$ cat config.mk
export PLATFORM = sky130hd
export DESIGN_NAME = header_length_tail_deframer_unit_flat
export DESIGN_NICKNAME = d
export VERILOG_FILES = /design/src/rtl/core/hldf_pkg.sv /design/src/rtl/core/hldf_rx_if.sv /design/src/rtl/core/hldf_ev_if.sv /design/src/rtl/core/hldf_cfg.sv /design/src/rtl/core/hldf_scan.sv /design/src/rtl/core/hldf_emit.sv /design/src/rtl/core/header_length_tail_deframer_unit.sv /design/src/flat_wrapper.sv
export SDC_FILE = /design/constraint.sdc
export NUM_CORES = 1
export LEC_CHECK = 0
export BUFFER_PORTS_ARGS = -buffer_cell sky130_fd_sc_hd__buf_2
export CORE_UTILIZATION = 55
export DETAILED_ROUTE_END_ITERATION = 6
export PLACE_DENSITY = 0.72
export SKIP_CTS_REPAIR_TIMING = 1
export SYNTH_ARGS = -nofsm -noshare
export SYNTH_HDL_FRONTEND = slang
export SYNTH_SLANG_ARGS = --single-unit
$ cat constraint.sdc
create_clock -name clk -period 10.45 [get_ports clk]
set_input_delay 0.5225 -clock clk [delete_from_list [all_inputs] [get_ports clk]]
set_output_delay 0.5225 -clock clk [all_outputs]
set_load 0.02 [all_outputs]
$ cat src/rtl/core/hldf_pkg.sv
package hldf_pkg;

    localparam int FRAME_CAPACITY_DEF = 16;
    localparam int CHANNELS_DEF       = 2;
    localparam int MAX_RESULTS        = 16;
    localparam int RES_CNT_W          = $clog2(MAX_RESULTS + 1);

    localparam logic [7:0] HDR_FIRST_RST  = 8'h77;
    localparam logic [7:0] HDR_SECOND_RST = 8'h68;
    localparam logic [7:0] TAIL_RST       = 8'h0A;
    localparam logic [4:0] MIN_LEN_RST    = 5'd6;
    localparam logic [4:0] MIN_LEN_FLOOR  = 5'd3;

    typedef enum logic [2:0] {
        KIND_FRAME    = 3'd0,
        KIND_HEADER   = 3'd1,
        KIND_LENGTH   = 3'd2,
        KIND_TAIL     = 3'd3,
        KIND_OVERFLOW = 3'd4
    } kind_t;

    typedef enum logic [1:0] {
        REG_HDR_FIRST  = 2'd0,
        REG_HDR_SECOND = 2'd1,
        REG_TAIL       = 2'd2,
        REG_MIN_LEN    = 2'd3
    } reg_idx_t;

    typedef enum logic [2:0] {
        S_IDLE,
        S_CHECK,
        S_HDR0,
        S_HDR1,
        S_LEN,
        S_TAIL,
        S_EMIT,
        S_FINISH
    } scan_state_t;

    typedef struct packed {
        logic [7:0] hdr_first;
        logic [7:0] hdr_second;
        logic [7:0] tail;
        logic [4:0] min_len;
    } cfg_t;

    typedef struct packed {
        logic       port;
        kind_t      kind;
        logic [7:0] data;
        logic [3:0] pos;
        logic       fend;
    } result_t;

    typedef struct packed {
        logic push;
        logic flush;
    } emit_ctrl_t;

    typedef struct packed {
        logic room;
        logic slot_free;
        logic pend_valid;
    } emit_stat_t;

endpackage

$ cat src/rtl/core/hldf_rx_if.sv
interface hldf_rx_if;
    logic       valid;
    logic       ready;
    logic       port_index;
    logic [7:0] rx_byte;

    modport source (output valid, output port_index, output rx_byte, input ready);
    modport sink (input valid, input port_index, input rx_byte, output ready);
endinterface

$ cat src/rtl/core/hldf_ev_if.sv
interface hldf_ev_if;
    logic       valid;
    logic       ready;
    logic       out_port;
    logic [2:0] event_kind;
    logic [7:0] event_byte;
    logic [3:0] byte_position;
    logic       frame_end;
    logic       run_end;

    modport source (output valid, output out_port, output event_kind, output event_byte,
                    output byte_position, output frame_end, output run_end, input ready);
    modport sink (input valid, input out_port, input event_kind, input event_byte,
                  input byte_position, input frame_end, input run_end, output ready);
endinterface

$ cat src/rtl/core/hldf_cfg.sv
module hldf_cfg
    import hldf_pkg::*;
(
    input  logic       clk,
    input  logic       rst_n,
    input  logic       cfg_we,
    input  logic [1:0] cfg_index,
    input  logic [7:0] cfg_data,
    output cfg_t       cfg
);

    cfg_t cfg_reg;

    always_ff @(posedge clk or negedge rst_n)
    begin
        if (!rst_n)
        begin
            cfg_reg.hdr_first  <= HDR_FIRST_RST;
            cfg_reg.hdr_second <= HDR_SECOND_RST;
            cfg_reg.tail       <= TAIL_RST;
            cfg_reg.min_len    <= MIN_LEN_RST;
        end
        else if (cfg_we)
        begin
            case (reg_idx_t'(cfg_index))
                REG_HDR_FIRST:  cfg_reg.hdr_first  <= cfg_data;
                REG_HDR_SECOND: cfg_reg.hdr_second <= cfg_data;
                REG_TAIL:       cfg_reg.tail       <= cfg_data;
                REG_MIN_LEN:    cfg_reg.min_len    <= cfg_data[4:0];
                default:        cfg_reg            <= cfg_reg;
            endcase
        end
    end

    assign cfg = cfg_reg;

endmodule

$ cat src/rtl/core/hldf_scan.sv
module hldf_scan
    import hldf_pkg::*;
#(
    parameter int FRAME_CAPACITY = FRAME_CAPACITY_DEF,
    parameter int CHANNELS       = CHANNELS_DEF
)
(
    input  logic       clk,
    input  logic       rst_n,
    hldf_rx_if.sink    rx_ch,
    input  cfg_t       cfg,
    input  emit_stat_t stat,
    output emit_ctrl_t ctrl,
    output result_t    res
);

    localparam int IDX_W = $clog2(FRAME_CAPACITY);
    localparam int CNT_W = $clog2(FRAME_CAPACITY + 1);
    localparam int CH_W  = (CHANNELS > 1) ? $clog2(CHANNELS) : 1;
    localparam int DEPTH = CHANNELS * FRAME_CAPACITY;
    localparam int AW    = (DEPTH > 1) ? $clog2(DEPTH) : 1;

    localparam logic [IDX_W:0]   CAP_EXT   = (IDX_W + 1)'(FRAME_CAPACITY);
    localparam logic [CNT_W-1:0] CAP_CNT   = CNT_W'(FRAME_CAPACITY);
    localparam logic [7:0]       CAP_BYTE  = 8'(FRAME_CAPACITY);
    localparam logic [CNT_W-1:0] SCAN_FILL = CNT_W'(3);

    scan_state_t state_reg, state_next;
    logic [CH_W-1:0]      ch_reg, ch_next;
    logic [7:0]           b0_reg, b0_next;
    logic [CNT_W-1:0]     len_reg, len_next;
    logic [IDX_W-1:0]     idx_reg, idx_next;
    logic [RES_CNT_W-1:0] res_cnt_reg;
    logic [CNT_W-1:0]     fill_reg [CHANNELS];
    logic [IDX_W-1:0]     head_reg [CHANNELS];

    logic [7:0] mem [DEPTH];
    logic [7:0] rdata_reg;

    logic             port_ok;
    logic [CH_W-1:0]  in_ch;
    logic [CNT_W-1:0] in_fill;
    logic [IDX_W-1:0] in_head;
    logic [CNT_W-1:0] cur_fill;
    logic [IDX_W-1:0] cur_head;
    logic [7:0]       min_byte;
    logic             cnt_full;
    logic             emit_ok;
    logic             want;
    logic             frame_last;

    logic             wr_en;
    logic             append;
    logic             ovf_clear;
    logic             rd_en;
    logic [IDX_W-1:0] rd_off;
    logic             drop_en;
    logic [CNT_W-1:0] drop_cnt;
    logic [AW-1:0]    wr_addr;
    logic [AW-1:0]    rd_addr;
    logic [IDX_W-1:0] head_after_drop;

    function automatic logic [IDX_W-1:0] wrap_idx(input logic [IDX_W:0] s);
        return (s >= CAP_EXT) ? IDX_W'(s - CAP_EXT) : s[IDX_W-1:0];
    endfunction

    function automatic logic [AW-1:0] mem_addr(input logic [CH_W-1:0] ch,
                                               input logic [IDX_W-1:0] idx);
        return AW'(ch) * AW'(FRAME_CAPACITY) + AW'(idx);
    endfunction

    assign port_ok  = (32'(rx_ch.port_index) < 32'(CHANNELS));
    assign in_ch    = CH_W'(rx_ch.port_index);
    assign in_fill  = fill_reg[in_ch];
    assign in_head  = head_reg[in_ch];
    assign cur_fill = fill_reg[ch_reg];
    assign cur_head = head_reg[ch_reg];
    assign min_byte = 8'((cfg.min_len < MIN_LEN_FLOOR) ? MIN_LEN_FLOOR : cfg.min_len);
    assign cnt_full = (res_cnt_reg == RES_CNT_W'(MAX_RESULTS));
    // once the result budget is spent the scan keeps going without output
    assign emit_ok  = stat.room || cnt_full;
    assign frame_last = ((CNT_W'(idx_reg) + CNT_W'(1)) == len_reg);

    assign wr_addr = mem_addr(in_ch, wrap_idx((IDX_W + 1)'(in_head) + (IDX_W + 1)'(in_fill)));
    assign rd_addr = mem_addr(ch_reg, wrap_idx((IDX_W + 1)'(cur_head) + (IDX_W + 1)'(rd_off)));
    assign head_after_drop = wrap_idx((IDX_W + 1)'(cur_head) + (IDX_W + 1)'(drop_cnt));

    always_comb
    begin
        state_next  = state_reg;
        ch_next     = ch_reg;
        b0_next     = b0_reg;
        len_next    = len_reg;
        idx_next    = idx_reg;
        rx_ch.ready = 1'b0;
        wr_en       = 1'b0;
        append      = 1'b0;
        ovf_clear   = 1'b0;
        rd_en       = 1'b0;
        rd_off      = '0;
        drop_en     = 1'b0;
        drop_cnt    = '0;
        want        = 1'b0;
        ctrl.flush  = 1'b0;
        res.port    = ch_reg[0];
        res.kind    = KIND_FRAME;
        res.data    = rdata_reg;
        res.pos     = '0;
        res.fend    = 1'b0;

        case (state_reg)
            S_IDLE:
            begin
                rx_ch.ready = 1'b1;
                if (rx_ch.valid && port_ok)
                begin
                    ch_next = in_ch;
                    if (in_fill == CAP_CNT)
                    begin
                        ovf_clear  = 1'b1;
                        want       = 1'b1;
                        res.port   = rx_ch.port_index;
                        res.kind   = KIND_OVERFLOW;
                        res.data   = rx_ch.rx_byte;
                        state_next = S_FINISH;
                    end
                    else
                    begin
                        wr_en      = 1'b1;
                        append     = 1'b1;
                        state_next = S_CHECK;
                    end
                end
            end
            S_CHECK:
            begin
                if (cur_fill < SCAN_FILL)
                begin
                    state_next = S_FINISH;
                end
                else
                begin
                    rd_en      = 1'b1;
                    state_next = S_HDR0;
                end
            end
            S_HDR0:
            begin
                b0_next    = rdata_reg;
                rd_en      = 1'b1;
                rd_off     = IDX_W'(1);
                state_next = S_HDR1;
            end
            S_HDR1:
            begin
                if (b0_reg != cfg.hdr_first || rdata_reg != cfg.hdr_second)
                begin
                    want     = 1'b1;
                    res.kind = KIND_HEADER;
                    res.data = b0_reg;
                    if (emit_ok)
                    begin
                        drop_en    = 1'b1;
                        drop_cnt   = CNT_W'(1);
                        state_next = S_CHECK;
                    end
                end
                else
                begin
                    rd_en      = 1'b1;
                    rd_off     = IDX_W'(2);
                    state_next = S_LEN;
                end
            end
            S_LEN:
            begin
                if (rdata_reg < min_byte || rdata_reg > CAP_BYTE)
                begin
                    want     = 1'b1;
                    res.kind = KIND_LENGTH;
                    if (emit_ok)
                    begin
                        drop_en    = 1'b1;
                        drop_cnt   = CNT_W'(2);
                        state_next = S_CHECK;
                    end
                end
                else if (8'(cur_fill) < rdata_reg)
                begin
                    state_next = S_FINISH;
                end
                else
                begin
                    len_next   = CNT_W'(rdata_reg);
                    rd_en      = 1'b1;
                    rd_off     = IDX_W'(rdata_reg - 8'd1);
                    state_next = S_TAIL;
                end
            end
            S_TAIL:
            begin
                if (rdata_reg != cfg.tail)
                begin
                    want     = 1'b1;
                    res.kind = KIND_TAIL;
                    res.data = b0_reg;
                    if (emit_ok)
                    begin
                        drop_en    = 1'b1;
                        drop_cnt   = CNT_W'(1);
                        state_next = S_CHECK;
                    end
                end
                else
                begin
                    rd_en      = 1'b1;
                    idx_next   = '0;
                    state_next = S_EMIT;
                end
            end
            S_EMIT:
            begin
                want     = 1'b1;
                res.pos  = 4'(idx_reg);
                res.fend = frame_last;
                if (emit_ok)
                begin
                    if (frame_last)
                    begin
                        drop_en    = 1'b1;
                        drop_cnt   = len_reg;
                        state_next = S_CHECK;
                    end
                    else
                    begin
                        rd_en    = 1'b1;
                        rd_off   = idx_reg + IDX_W'(1);
                        idx_next = idx_reg + IDX_W'(1);
                    end
                end
            end
            S_FINISH:
            begin
                // last result of the transfer leaves with run_end set
                if (!stat.pend_valid)
                begin
                    state_next = S_IDLE;
                end
                else if (stat.slot_free)
                begin
                    ctrl.flush = 1'b1;
                    state_next = S_IDLE;
                end
            end
            default:
            begin
                state_next = S_IDLE;
            end
        endcase

        ctrl.push = want && stat.room && !cnt_full;
    end

    always_ff @(posedge clk or negedge rst_n)
    begin
        if (!rst_n)
        begin
            state_reg   <= S_IDLE;
            ch_reg      <= '0;
            res_cnt_reg <= '0;
            for (int c = 0; c < CHANNELS; c++)
            begin
                fill_reg[c] <= '0;
                head_reg[c] <= '0;
            end
        end
        else
        begin
            state_reg <= state_next;
            ch_reg    <= ch_next;
            if (state_next == S_IDLE)
            begin
                res_cnt_reg <= '0;
            end
            else if (ctrl.push)
            begin
                res_cnt_reg <= res_cnt_reg + RES_CNT_W'(1);
            end
            if (append)
            begin
                fill_reg[in_ch] <= in_fill + CNT_W'(1);
            end
            else if (ovf_clear)
            begin
                fill_reg[in_ch] <= '0;
            end
            else if (drop_en)
            begin
                fill_reg[ch_reg] <= cur_fill - drop_cnt;
                head_reg[ch_reg] <= head_after_drop;
            end
        end
    end

    always_ff @(posedge clk)
    begin
        b0_reg  <= b0_next;
        len_reg <= len_next;
        idx_reg <= idx_next;
    end

    always_ff @(posedge clk)
    begin
        if (wr_en)
        begin
            mem[wr_addr] <= rx_ch.rx_byte;
        end
    end

    always_ff @(posedge clk)
    begin
        if (rd_en)
        begin
            rdata_reg <= mem[rd_addr];
        end
    end

endmodule

$ cat src/rtl/core/hldf_emit.sv
module hldf_emit
    import hldf_pkg::*;
(
    input  logic       clk,
    input  logic       rst_n,
    input  emit_ctrl_t ctrl,
    input  result_t    res,
    output emit_stat_t stat,
    hldf_ev_if.source  ev_ch
);

    result_t pend_reg;
    logic    pend_valid_reg;
    result_t out_reg;
    logic    out_last_reg;
    logic    out_valid_reg;
    logic    slot_free;
    logic    move;

    // a result waits in pend until the next one shows whether it was the last
    assign slot_free = !out_valid_reg || ev_ch.ready;
    assign move      = pend_valid_reg && (ctrl.push || ctrl.flush);

    assign stat.room       = !pend_valid_reg || slot_free;
    assign stat.slot_free  = slot_free;
    assign stat.pend_valid = pend_valid_reg;

    always_ff @(posedge clk or negedge rst_n)
    begin
        if (!rst_n)
        begin
            pend_valid_reg <= 1'b0;
            out_valid_reg  <= 1'b0;
        end
        else
        begin
            if (ctrl.push)
            begin
                pend_valid_reg <= 1'b1;
            end
            else if (ctrl.flush)
            begin
                pend_valid_reg <= 1'b0;
            end
            if (move)
            begin
                out_valid_reg <= 1'b1;
            end
            else if (ev_ch.ready)
            begin
                out_valid_reg <= 1'b0;
            end
        end
    end

    always_ff @(posedge clk)
    begin
        if (ctrl.push)
        begin
            pend_reg <= res;
        end
        if (move)
        begin
            out_reg      <= pend_reg;
            out_last_reg <= ctrl.flush;
        end
    end

    assign ev_ch.valid         = out_valid_reg;
    assign ev_ch.out_port      = out_reg.port;
    assign ev_ch.event_kind    = out_reg.kind;
    assign ev_ch.event_byte    = out_reg.data;
    assign ev_ch.byte_position = out_reg.pos;
    assign ev_ch.frame_end     = out_reg.fend;
    assign ev_ch.run_end       = out_last_reg;

endmodule

$ cat src/rtl/core/header_length_tail_deframer_unit.sv
// Byte deframer with one buffer per channel.
// rx_ch carries one received byte and its channel; ev_ch returns frame bytes
// (kind 0, with position and frame_end) and drop events, each with run_end set
// on the last result caused by an input byte. A transfer on rx_ch is taken
// only when the scan of the previous byte is finished; results then drain
// through a one-deep holding stage and the output register.
// Per byte: the byte is stored (a byte for a full buffer instead empties it
// with an overflow event and goes straight to closing), then the buffered
// bytes are rescanned through the single-port byte memory, one byte read per
// cycle at most: after each header, length or tail drop and after each frame
// the check starts again, until fewer than three bytes remain or an incomplete
// frame is found; a closing step then ends the transfer.
// A stalled ev_ch holds the scan at its next result; nothing is lost.
// Reset empties every channel buffer and loads the default header, tail and
// minimum length. Configuration writes belong to idle periods.
module header_length_tail_deframer_unit
    import hldf_pkg::*;
#(
    parameter int FRAME_CAPACITY = FRAME_CAPACITY_DEF,
    parameter int CHANNELS       = CHANNELS_DEF
)
(
    input  logic       clk,
    input  logic       rst_n,
    hldf_rx_if.sink    rx_ch,
    hldf_ev_if.source  ev_ch,
    input  logic       cfg_we,
    input  logic [1:0] cfg_index,
    input  logic [7:0] cfg_data
);

    cfg_t       cfg;
    emit_ctrl_t ctrl;
    emit_stat_t stat;
    result_t    res;

    hldf_cfg u_cfg (
        .clk       (clk),
        .rst_n     (rst_n),
        .cfg_we    (cfg_we),
        .cfg_index (cfg_index),
        .cfg_data  (cfg_data),
        .cfg       (cfg)
    );

    hldf_scan #(
        .FRAME_CAPACITY (FRAME_CAPACITY),
        .CHANNELS       (CHANNELS)
    ) u_scan (
        .clk   (clk),
        .rst_n (rst_n),
        .rx_ch (rx_ch),
        .cfg   (cfg),
        .stat  (stat),
        .ctrl  (ctrl),
        .res   (res)
    );

    hldf_emit u_emit (
        .clk   (clk),
        .rst_n (rst_n),
        .ctrl  (ctrl),
        .res   (res),
        .stat  (stat),
        .ev_ch (ev_ch)
    );

    a_push_flush_excl: assert property (@(posedge clk) disable iff (!rst_n)
        !(ctrl.push && ctrl.flush))
        else $error("push and flush in the same cycle");

    a_push_room: assert property (@(posedge clk) disable iff (!rst_n)
        ctrl.push |-> stat.room)
        else $error("result pushed without room");

    a_accept_drained: assert property (@(posedge clk) disable iff (!rst_n)
        (rx_ch.valid && rx_ch.ready) |-> !stat.pend_valid)
        else $error("byte taken while a result is still held");

    a_flush_run_end: assert property (@(posedge clk) disable iff (!rst_n)
        ctrl.flush |=> (ev_ch.valid && ev_ch.run_end))
        else $error("closing result not presented with run_end");

endmodule
$ cat src/flat_wrapper.sv
// flat-port wrapper written by rule: the top's interface ports become plain ports
module header_length_tail_deframer_unit_flat import hldf_pkg::*;
#(
    parameter int FRAME_CAPACITY = FRAME_CAPACITY_DEF,
    parameter int CHANNELS       = CHANNELS_DEF
)
  (clk, rst_n, cfg_we, cfg_index, cfg_data, rx_ch_valid, rx_ch_port_index, rx_ch_rx_byte, rx_ch_ready, ev_ch_valid, ev_ch_out_port, ev_ch_event_kind, ev_ch_event_byte, ev_ch_byte_position, ev_ch_frame_end, ev_ch_run_end, ev_ch_ready);
  hldf_rx_if rx_ch_i ();
  hldf_ev_if ev_ch_i ();
  input  logic clk;
  input  logic rst_n;
  input  logic cfg_we;
  input  logic [1:0] cfg_index;
  input  logic [7:0] cfg_data;
  input wire logic [$bits(rx_ch_i.valid)-1:0] rx_ch_valid;
  input wire logic [$bits(rx_ch_i.port_index)-1:0] rx_ch_port_index;
  input wire logic [$bits(rx_ch_i.rx_byte)-1:0] rx_ch_rx_byte;
  output wire logic [$bits(rx_ch_i.ready)-1:0] rx_ch_ready;
  output wire logic [$bits(ev_ch_i.valid)-1:0] ev_ch_valid;
  output wire logic [$bits(ev_ch_i.out_port)-1:0] ev_ch_out_port;
  output wire logic [$bits(ev_ch_i.event_kind)-1:0] ev_ch_event_kind;
  output wire logic [$bits(ev_ch_i.event_byte)-1:0] ev_ch_event_byte;
  output wire logic [$bits(ev_ch_i.byte_position)-1:0] ev_ch_byte_position;
  output wire logic [$bits(ev_ch_i.frame_end)-1:0] ev_ch_frame_end;
  output wire logic [$bits(ev_ch_i.run_end)-1:0] ev_ch_run_end;
  input wire logic [$bits(ev_ch_i.ready)-1:0] ev_ch_ready;
  assign rx_ch_i.valid = rx_ch_valid;
  assign rx_ch_i.port_index = rx_ch_port_index;
  assign rx_ch_i.rx_byte = rx_ch_rx_byte;
  assign rx_ch_ready = rx_ch_i.ready;
  assign ev_ch_valid = ev_ch_i.valid;
  assign ev_ch_out_port = ev_ch_i.out_port;
  assign ev_ch_event_kind = ev_ch_i.event_kind;
  assign ev_ch_event_byte = ev_ch_i.event_byte;
  assign ev_ch_byte_position = ev_ch_i.byte_position;
  assign ev_ch_frame_end = ev_ch_i.frame_end;
  assign ev_ch_run_end = ev_ch_i.run_end;
  assign ev_ch_i.ready = ev_ch_ready;
  header_length_tail_deframer_unit #(.FRAME_CAPACITY(FRAME_CAPACITY), .CHANNELS(CHANNELS)) u_core (.clk(clk), .rst_n(rst_n), .rx_ch(rx_ch_i), .ev_ch(ev_ch_i), .cfg_we(cfg_we), .cfg_index(cfg_index), .cfg_data(cfg_data));
endmodule
# After elaboration in Yosys (flattened, before gate mapping)
# Memory sizes are Yosys's and may differ from the RTL's. A register that Yosys moved wholly into a read port is not among the register bits.
# Cells that the tools add are included.
[word_totals] regBits=110 mem_bits_rw=256 elab_cells=215 memories=1
[mem_list] name="u_core.u_scan.mem" words=32 width=8 rd=1 rd_ports_with_merged_regs=1 wr=1 line_no="hldf_scan.sv:37" rtl="logic [7:0] mem [DEPTH];"
[classes] add_sub_neg=14 magnitude_cmp=12 n_eq_ne=19 muxes=104 bitwise=8 reduce_logical=30
[op_table] cell="5-bit 2-to-1 mux" count=14
[op_table] cell="4-bit 2-to-1 mux" count=17
[op_table] cell="10-bit 2-to-1 mux" count=4
[op_table] cell="1-bit 2-to-1 mux" count=35
[op_table] cell="3-bit 2-to-1 mux" count=11
[op_table] cell="12-bit 2-to-1 mux" count=2
[op_table] cell="8-bit != test" count=3
[op_table] cell="3-bit case mux with 8 select lines" count=1
[op_table] cell="8-bit case mux with 3 select lines" count=1
[op_table] cell="10-bit bitwise mux" count=2
[op_table] cell="5-bit case mux with 4 select lines" count=1
[op_table] cell="4-bit case mux with 4 select lines" count=1
[op_table] cell="4-bit by 1-bit subtractor with 4-bit output (second input constant)" count=4
[op_table] cell="5-bit >= comparator (second input constant)" count=3
[op_table] cell="3-bit == test (second input constant)" count=4
[op_table] cell="3-bit case mux with 4 select lines" count=1
[op_table] cell="4-bit by 5-bit adder with 5-bit output" count=2
[op_table] cell="5-bit by 1-bit adder with 5-bit output (second input constant)" count=2
[op_table] cell="5-bit by 4-bit adder with 5-bit output" count=2
[op_table] cell="10-bit AND" count=1
[op_table] cell="5-bit demux with 1-bit select" count=2
[op_table] cell="5-bit == test (second input constant)" count=2
[op_table] cell="5-bit by 2-bit less-than comparator with 1-bit output (second input constant)" count=2
[op_table] cell="2-bit 2-to-1 mux" count=5
[op_table] cell="35 further kinds" count=65

# Longest topological paths before layout
[depth] word_depth=13 depth_mapped=21 depth_no_buf=19

# Modules after synthesis
# Synthesis repeated with hierarchy kept, for this count alone.
[unflattened] hier_cells=1010 area_unflattened_um2=16404.5
[modules_own_cells] module="hldf_scan" instances=1 cells_each=903 area_each_um2=14133.6
[modules_own_cells] module="hldf_emit" instances=1 cells_each=45 area_each_um2=1156.1
[modules_own_cells] module="hldf_cfg" instances=1 cells_each=62 area_each_um2=1114.8

# Worst setup path after synthesis
# No wires, ideal clock.
[synth_timing] path_kind="register -> register" startpoint="reg u_core.u_scan.ch_reg" endpoint="reg u_core.u_scan.rdata_reg[6] (read register of u_core.u_scan.mem), data pin" setup_time_ns=0.284 arrival_ns=4.786 required_ns=10.166 slack_ns=5.380 path_stages_with_launch=17 period_less_slack_ns=5.070 path_cell_list="dfrtp_1 > clkbuf_1 > clkbuf_1 > buf_1 > o21ai_0 > ha_1 > a21o_1 > a221o_1 > nand2b_1 > o221ai_1 > ha_1 > buf_2 > buf_1 > clkbuf_1 > mux4_2 > mux2i_1 > a221oi_1"
[synth_between] elab_chain_len=12 elab_cells_between_ends=21
[synth_rtl] element="start: declaration" line_no="hldf_scan.sv:29" rtl="logic [CH_W-1:0] ch_reg, ch_next;"
[synth_rtl] element="start signal: assignment" line_no="hldf_scan.sv:280" rtl="ch_reg <= ch_next;"
[synth_rtl] element="1-bit NOT with 2-bit output (not written as such)" line_no="hldf_scan.sv:76, hldf_scan.sv:77"
[synth_rtl] element="5-bit 2-to-1 mux (not written as such) (3 in series)" line_no="hldf_scan.sv:76" rtl="assign cur_fill = fill_reg[ch_reg];"
[synth_rtl] element="5-bit by 8-bit less-than comparator with 1-bit output" line_no="hldf_scan.sv:188" rtl="else if (8'(cur_fill) < rdata_reg)"
[synth_rtl] element="4-bit 2-to-1 mux" line_no="hldf_scan.sv:188"
[synth_rtl] element="4-bit 2-to-1 mux" line_no="hldf_scan.sv:177" rtl="if (rdata_reg < min_byte || rdata_reg > CAP_BYTE)"
[synth_rtl] element="4-bit case mux with 4 select lines" line_no="hldf_scan.sv:111" rtl="case (state_reg)"
[synth_rtl] element="4-bit by 4-bit adder with 5-bit output" line_no="hldf_scan.sv:85" rtl="assign rd_addr = mem_addr(ch_reg, wrap_idx((IDX_W + 1)'(cur_head) + (IDX_W + 1)'(rd_off)));"
[synth_rtl] element="4-bit by 1-bit subtractor with 4-bit output / 5-bit >= comparator (equally long branches)" line_no="hldf_scan.sv:64" rtl="return (s >= CAP_EXT) ? IDX_W'(s - CAP_EXT) : s[IDX_W-1:0];"
[synth_rtl] element="4-bit 2-to-1 mux" line_no="hldf_scan.sv:64"
[synth_rtl] element="5-bit by 4-bit adder with 5-bit output" line_no="hldf_scan.sv:69" rtl="return AW'(ch) * AW'(FRAME_CAPACITY) + AW'(idx);"
[synth_rtl] element="end: declaration" line_no="hldf_scan.sv:38" rtl="logic [7:0] rdata_reg;"
# Several ways; a longest one is shown, not always the timed one. The select of a mux whose other input is x is not followed.
# A chain may end at the register's enable or synchronous reset.

# Worst setup path in the final report
[layout_timing] startpoint="reg u_core.u_scan.rdata_reg[0] (read register of u_core.u_scan.mem)" endpoint="reg u_core.u_scan.rdata_reg[3] (read register of u_core.u_scan.mem), data pin"
[layout_between] elab_chain_len=8 elab_cells_between_ends=22
[layout_rtl] element="5-bit by 8-bit less-than comparator with 1-bit output (tied with other cells)" line_no="hldf_scan.sv:188"
[layout_rtl] element="4-bit 2-to-1 mux (tied with other cells)" line_no="hldf_scan.sv:188"
[layout_rtl] element="4-bit 2-to-1 mux / 2-bit 2-to-1 mux (equally long branches)" line_no="hldf_scan.sv:177, hldf_scan.sv:156"
[layout_rtl] element="4-bit case mux with 4 select lines" line_no="hldf_scan.sv:111"
[layout_rtl] element="4-bit by 4-bit adder with 5-bit output" line_no="hldf_scan.sv:85"
[layout_rtl] element="4-bit by 1-bit subtractor with 4-bit output / 5-bit >= comparator (equally long branches)" line_no="hldf_scan.sv:64"
[layout_rtl] element="4-bit 2-to-1 mux" line_no="hldf_scan.sv:64"
[layout_rtl] element="5-bit by 4-bit adder with 5-bit output" line_no="hldf_scan.sv:69"
# Several ways; a longest one is shown, not always the timed one.

==> metrics.md <==
| Metric | Value |
|---|---|
| Fillers | `2088` |
| Peak VDD IR | `0.196 mV` |
| Cells after Synth | `1002` |
| Post-route ant nets | `0` |
| Total wire length | `35.0 mm` |
| Skew-Pair Late Insertion Delay | `0.53 ns` |
| 1st-pass router iterations | `7` |
| # H-tree levels | `2` |
| Port bufs | `43` |
| Syn_nets | `1057` |
| Startpoint class of the critical path | `flop` |
| GR Overflow Total | `0` |
| Root buf cell | `clkbuf_16` |
| PD cells | `288 nW/um^2` |
| Main synth FF type | `edfxtp_1` |
| Number of synthesized flops with an enable pin | `316` |
| Layout Skew | `0.0148 ns` |
| Yosys top cell area share | `0.576` |
| Final Hold Viols | `0` |
| Leakage | `6.52 nW` |
| Die ar. | `30600 sq um` |
| Row count | `62` |
| Failing checks | `DRC` |
| Distinct cells, synth | `74` |
| # setup viols final | `0` |
| Area delta synth->final | `10.9%` |
| First-pass GRT wire length | `54.4 mm` |
| CP required | `10.68 ns` |
| Non-Filler Instances | `1468` |
| Die Height | `175 microns` |
| Ranking of synthesized cells by area | `edfxtp_1, mux4_2, dfrtp_1, mux2_2, dfstp_2` |
| Cell taking the most area after synthesis | `edfxtp_1` |
| Area of the mapped netlist | `16500 sq um` |
| Placed insts | `1399` |
| Worst slew pin tran | `0.956 ns` |
| Drt via density | `6.17` |
| Outcome | `finished, violations left` |
| CTS sink cnt | `374` |
| Seq cells post-synth | `374` |
| Setup repair after global routing missed its margin | `false` |
| Number of global-route vias before repair | `9150` |
| Syn Area/Cell | `16.4 sq um` |
| Crit. End Element | `flop` |
| Post-route setup TNS | `0 ns` |
| Layout cell share with drive strength beyond 1 | `0.241` |
| Crit-path max FO | `32` |
| Ys Warns | `0` |
| Most common cell in the netlist | `edfxtp_1` |
| Fmax | `0.173 GHz` |
| Final #Nets | `1110` |
| Largest register FFs | `256` |
| Post-synth ARST share | `0.155` |
| Max_cap viols | `0` |
| # DRC | `6` |
| Largest net degree at the start of global routing | `65` |
| Relative slew slack | `0.361` |
| Synth cell count leaders | `edfxtp_1, mux2_2, mux4_2` |
| Register area share after synthesis | `0.665` |
| WS Path Type | `reg2reg` |
| Total GRT Usage | `0.238` |
| Detailed Place HPWL | `22.3 mm` |
| Core area | `29100 sq um` |
| Diodes inserted | `0` |
| Period minus WS final | `5.78 ns` |
| I/O pin count | `44` |
| HP Class | `in2async` |
| Starting Density | `0.566` |
| Initial detailed-routing violation count | `1123` |
| Critical Path AT | `6.01 ns` |
| Part of the cycle the worst path needs | `0.553` |
| Antenna violations before repair | `0` |
| Final RePlAce weighted congestion | `0.870` |
| WL/cell | `23.9 microns` |
| Total CTS buffers | `38` |
| Slew Limit Fails | `0` |
| Reg clk slew, reported paths | `0.06 ns` |
| Longest Clk Path Bufs | `3` |
| Die Wd | `175 microns` |
| CTS tree | `done` |
| Vias | `9057` |
==> cells in the final DEF, fill, tap and decap left out, types with 4 or more instances in the layout <==
master     Yosys  final
edfxtp_1     316    316
mux2_2        65     65
mux4_2        64     64
nor2_1        63     63
dfrtp_1       45     45
buf_2          3     43
inv_1         40     40
clkbuf_16      0     38
mux2i_1       31     31
a21oi_1       28     28
nand2_1       28     28
xnor2_1       27     27
xor2_1        27     27
ha_1          27     26
nor3_1        16     16
nand3_1       15     15
o21ai_0       13     13
dfstp_2       13     13
clkinv_1       1     10
o22ai_1       10     10
clkbuf_1      26     10
nand2b_1       9      9
a21o_1         9      9
a221oi_1       9      9
a222oi_1       8      8
buf_4          1      8
a31oi_1        7      7
nand4_1        7      7
and2_1         7      7
nor4_1         7      6
nand3b_1       5      5
clkinv_2       0      5
or3_1          4      4
==> worst max-delay path, cell delays in order, from the launching register on <==
cell	delay, ns
edfxtp_1	0.59
inv_1	0.19
ha_1	0.21
or3b_4	0.40
a2111oi_4	0.39
o211ai_1	0.23
nand2b_1	0.22
nand2b_1	0.24
o21a_1	0.24
inv_1	0.06
ha_1	0.22
a21o_1	0.18
a21oi_1	0.17
xor2_1	0.29
a311oi_1	0.14
a211oi_4	0.25
buf_4	0.54
mux2_2	0.42
o22ai_1	0.39
a221oi_1	0.09
==> routing by layer <==
metal,vias to the layer above,routed length [microns],GRT usage
met4,0,956,0.0772
met5,-,0,0
li1,4047,-,-
met1,4558,14600,0.336
met2,391,16800,0.380
met3,61,2700,0.0385
==> area by class of cell <==
type / instances / area [sq um] / area share
clock buffer: 48 / 988 / 0.0541
clock inverter: 21 / 200 / 0.0110
inverter: 41 / 154 / 0.00843
multi-input combinational: 549 / 5210 / 0.285
sequential: 374 / 11000 / 0.600
tap: 384 / 480 / 0.0263
timing repair buffer: 51 / 275 / 0.0151
==> stage by stage <==
step / util / power (mW) / instance area [sq um] / hold slack, ns / setup slack (ns)
floorplan: - / 3.46 / 16500 / 0.227 / 5.38
global placement: 0.587 / 3.94 / 17100 / 0.402 / 4.73
detailed placement: 0.587 / 3.96 / 17100 / 0.405 / 4.74
CTS: 0.628 / 5.28 / 18300 / 0.170 / 4.70
global route: 0.628 / 5.52 / 18300 / 0.213 / 4.25
finish: 0.628 / 5.26 / 18300 / 0.151 / 4.67
==> where the power goes <==
part	switching, mW	internal (mW)	total [mW]	leakage, nW
registers	0.176	1.88	2.06	3.56
logic	1.03	0.862	1.89	2.39
clock network	0.560	0.750	1.31	0.573
total	1.76	3.49	5.26	6.52
==> cells by family (layout without fill, tap and decap cells) <==
kind of cell,after synthesis,in the layout,synth area share
flip-flops,374,374,0.665
AND/OR/NAND/NOR,181,181,0.0549
multiplexers,160,160,0.151
AO/OA/AOI/OAI,123,123,0.0546
buffers and inverters,79,161,0.0201
XOR/XNOR,54,54,0.0287
adder cells (fa/ha/maj),31,31,0.0254
==> worst paths after layout <==
path | from | endpoint | slack [ns] | cells past startpoint
max reg2reg | u_core.u_scan.rdata_reg[0] | u_core.u_scan.rdata_reg[3] | 4.67 | 19
max | u_core.u_scan.rdata_reg[0] | u_core.u_scan.rdata_reg[3] | 4.67 | 19
min | rst_n | u_core.u_scan.fill_reg[2] | 0.15 | 2
min in group clk | cfg_data[4] | u_core.u_cfg.cfg[25] | 0.28 | 2
min reg2reg | u_core.u_emit.pend_reg[2] | u_core.u_emit.ev_ch.byte_position[1] | 0.42 | 0
max in group asynchronous | rst_n | u_core.u_cfg.cfg[10] | 9.77 | 2
Power figures use the tool's default switching activity.
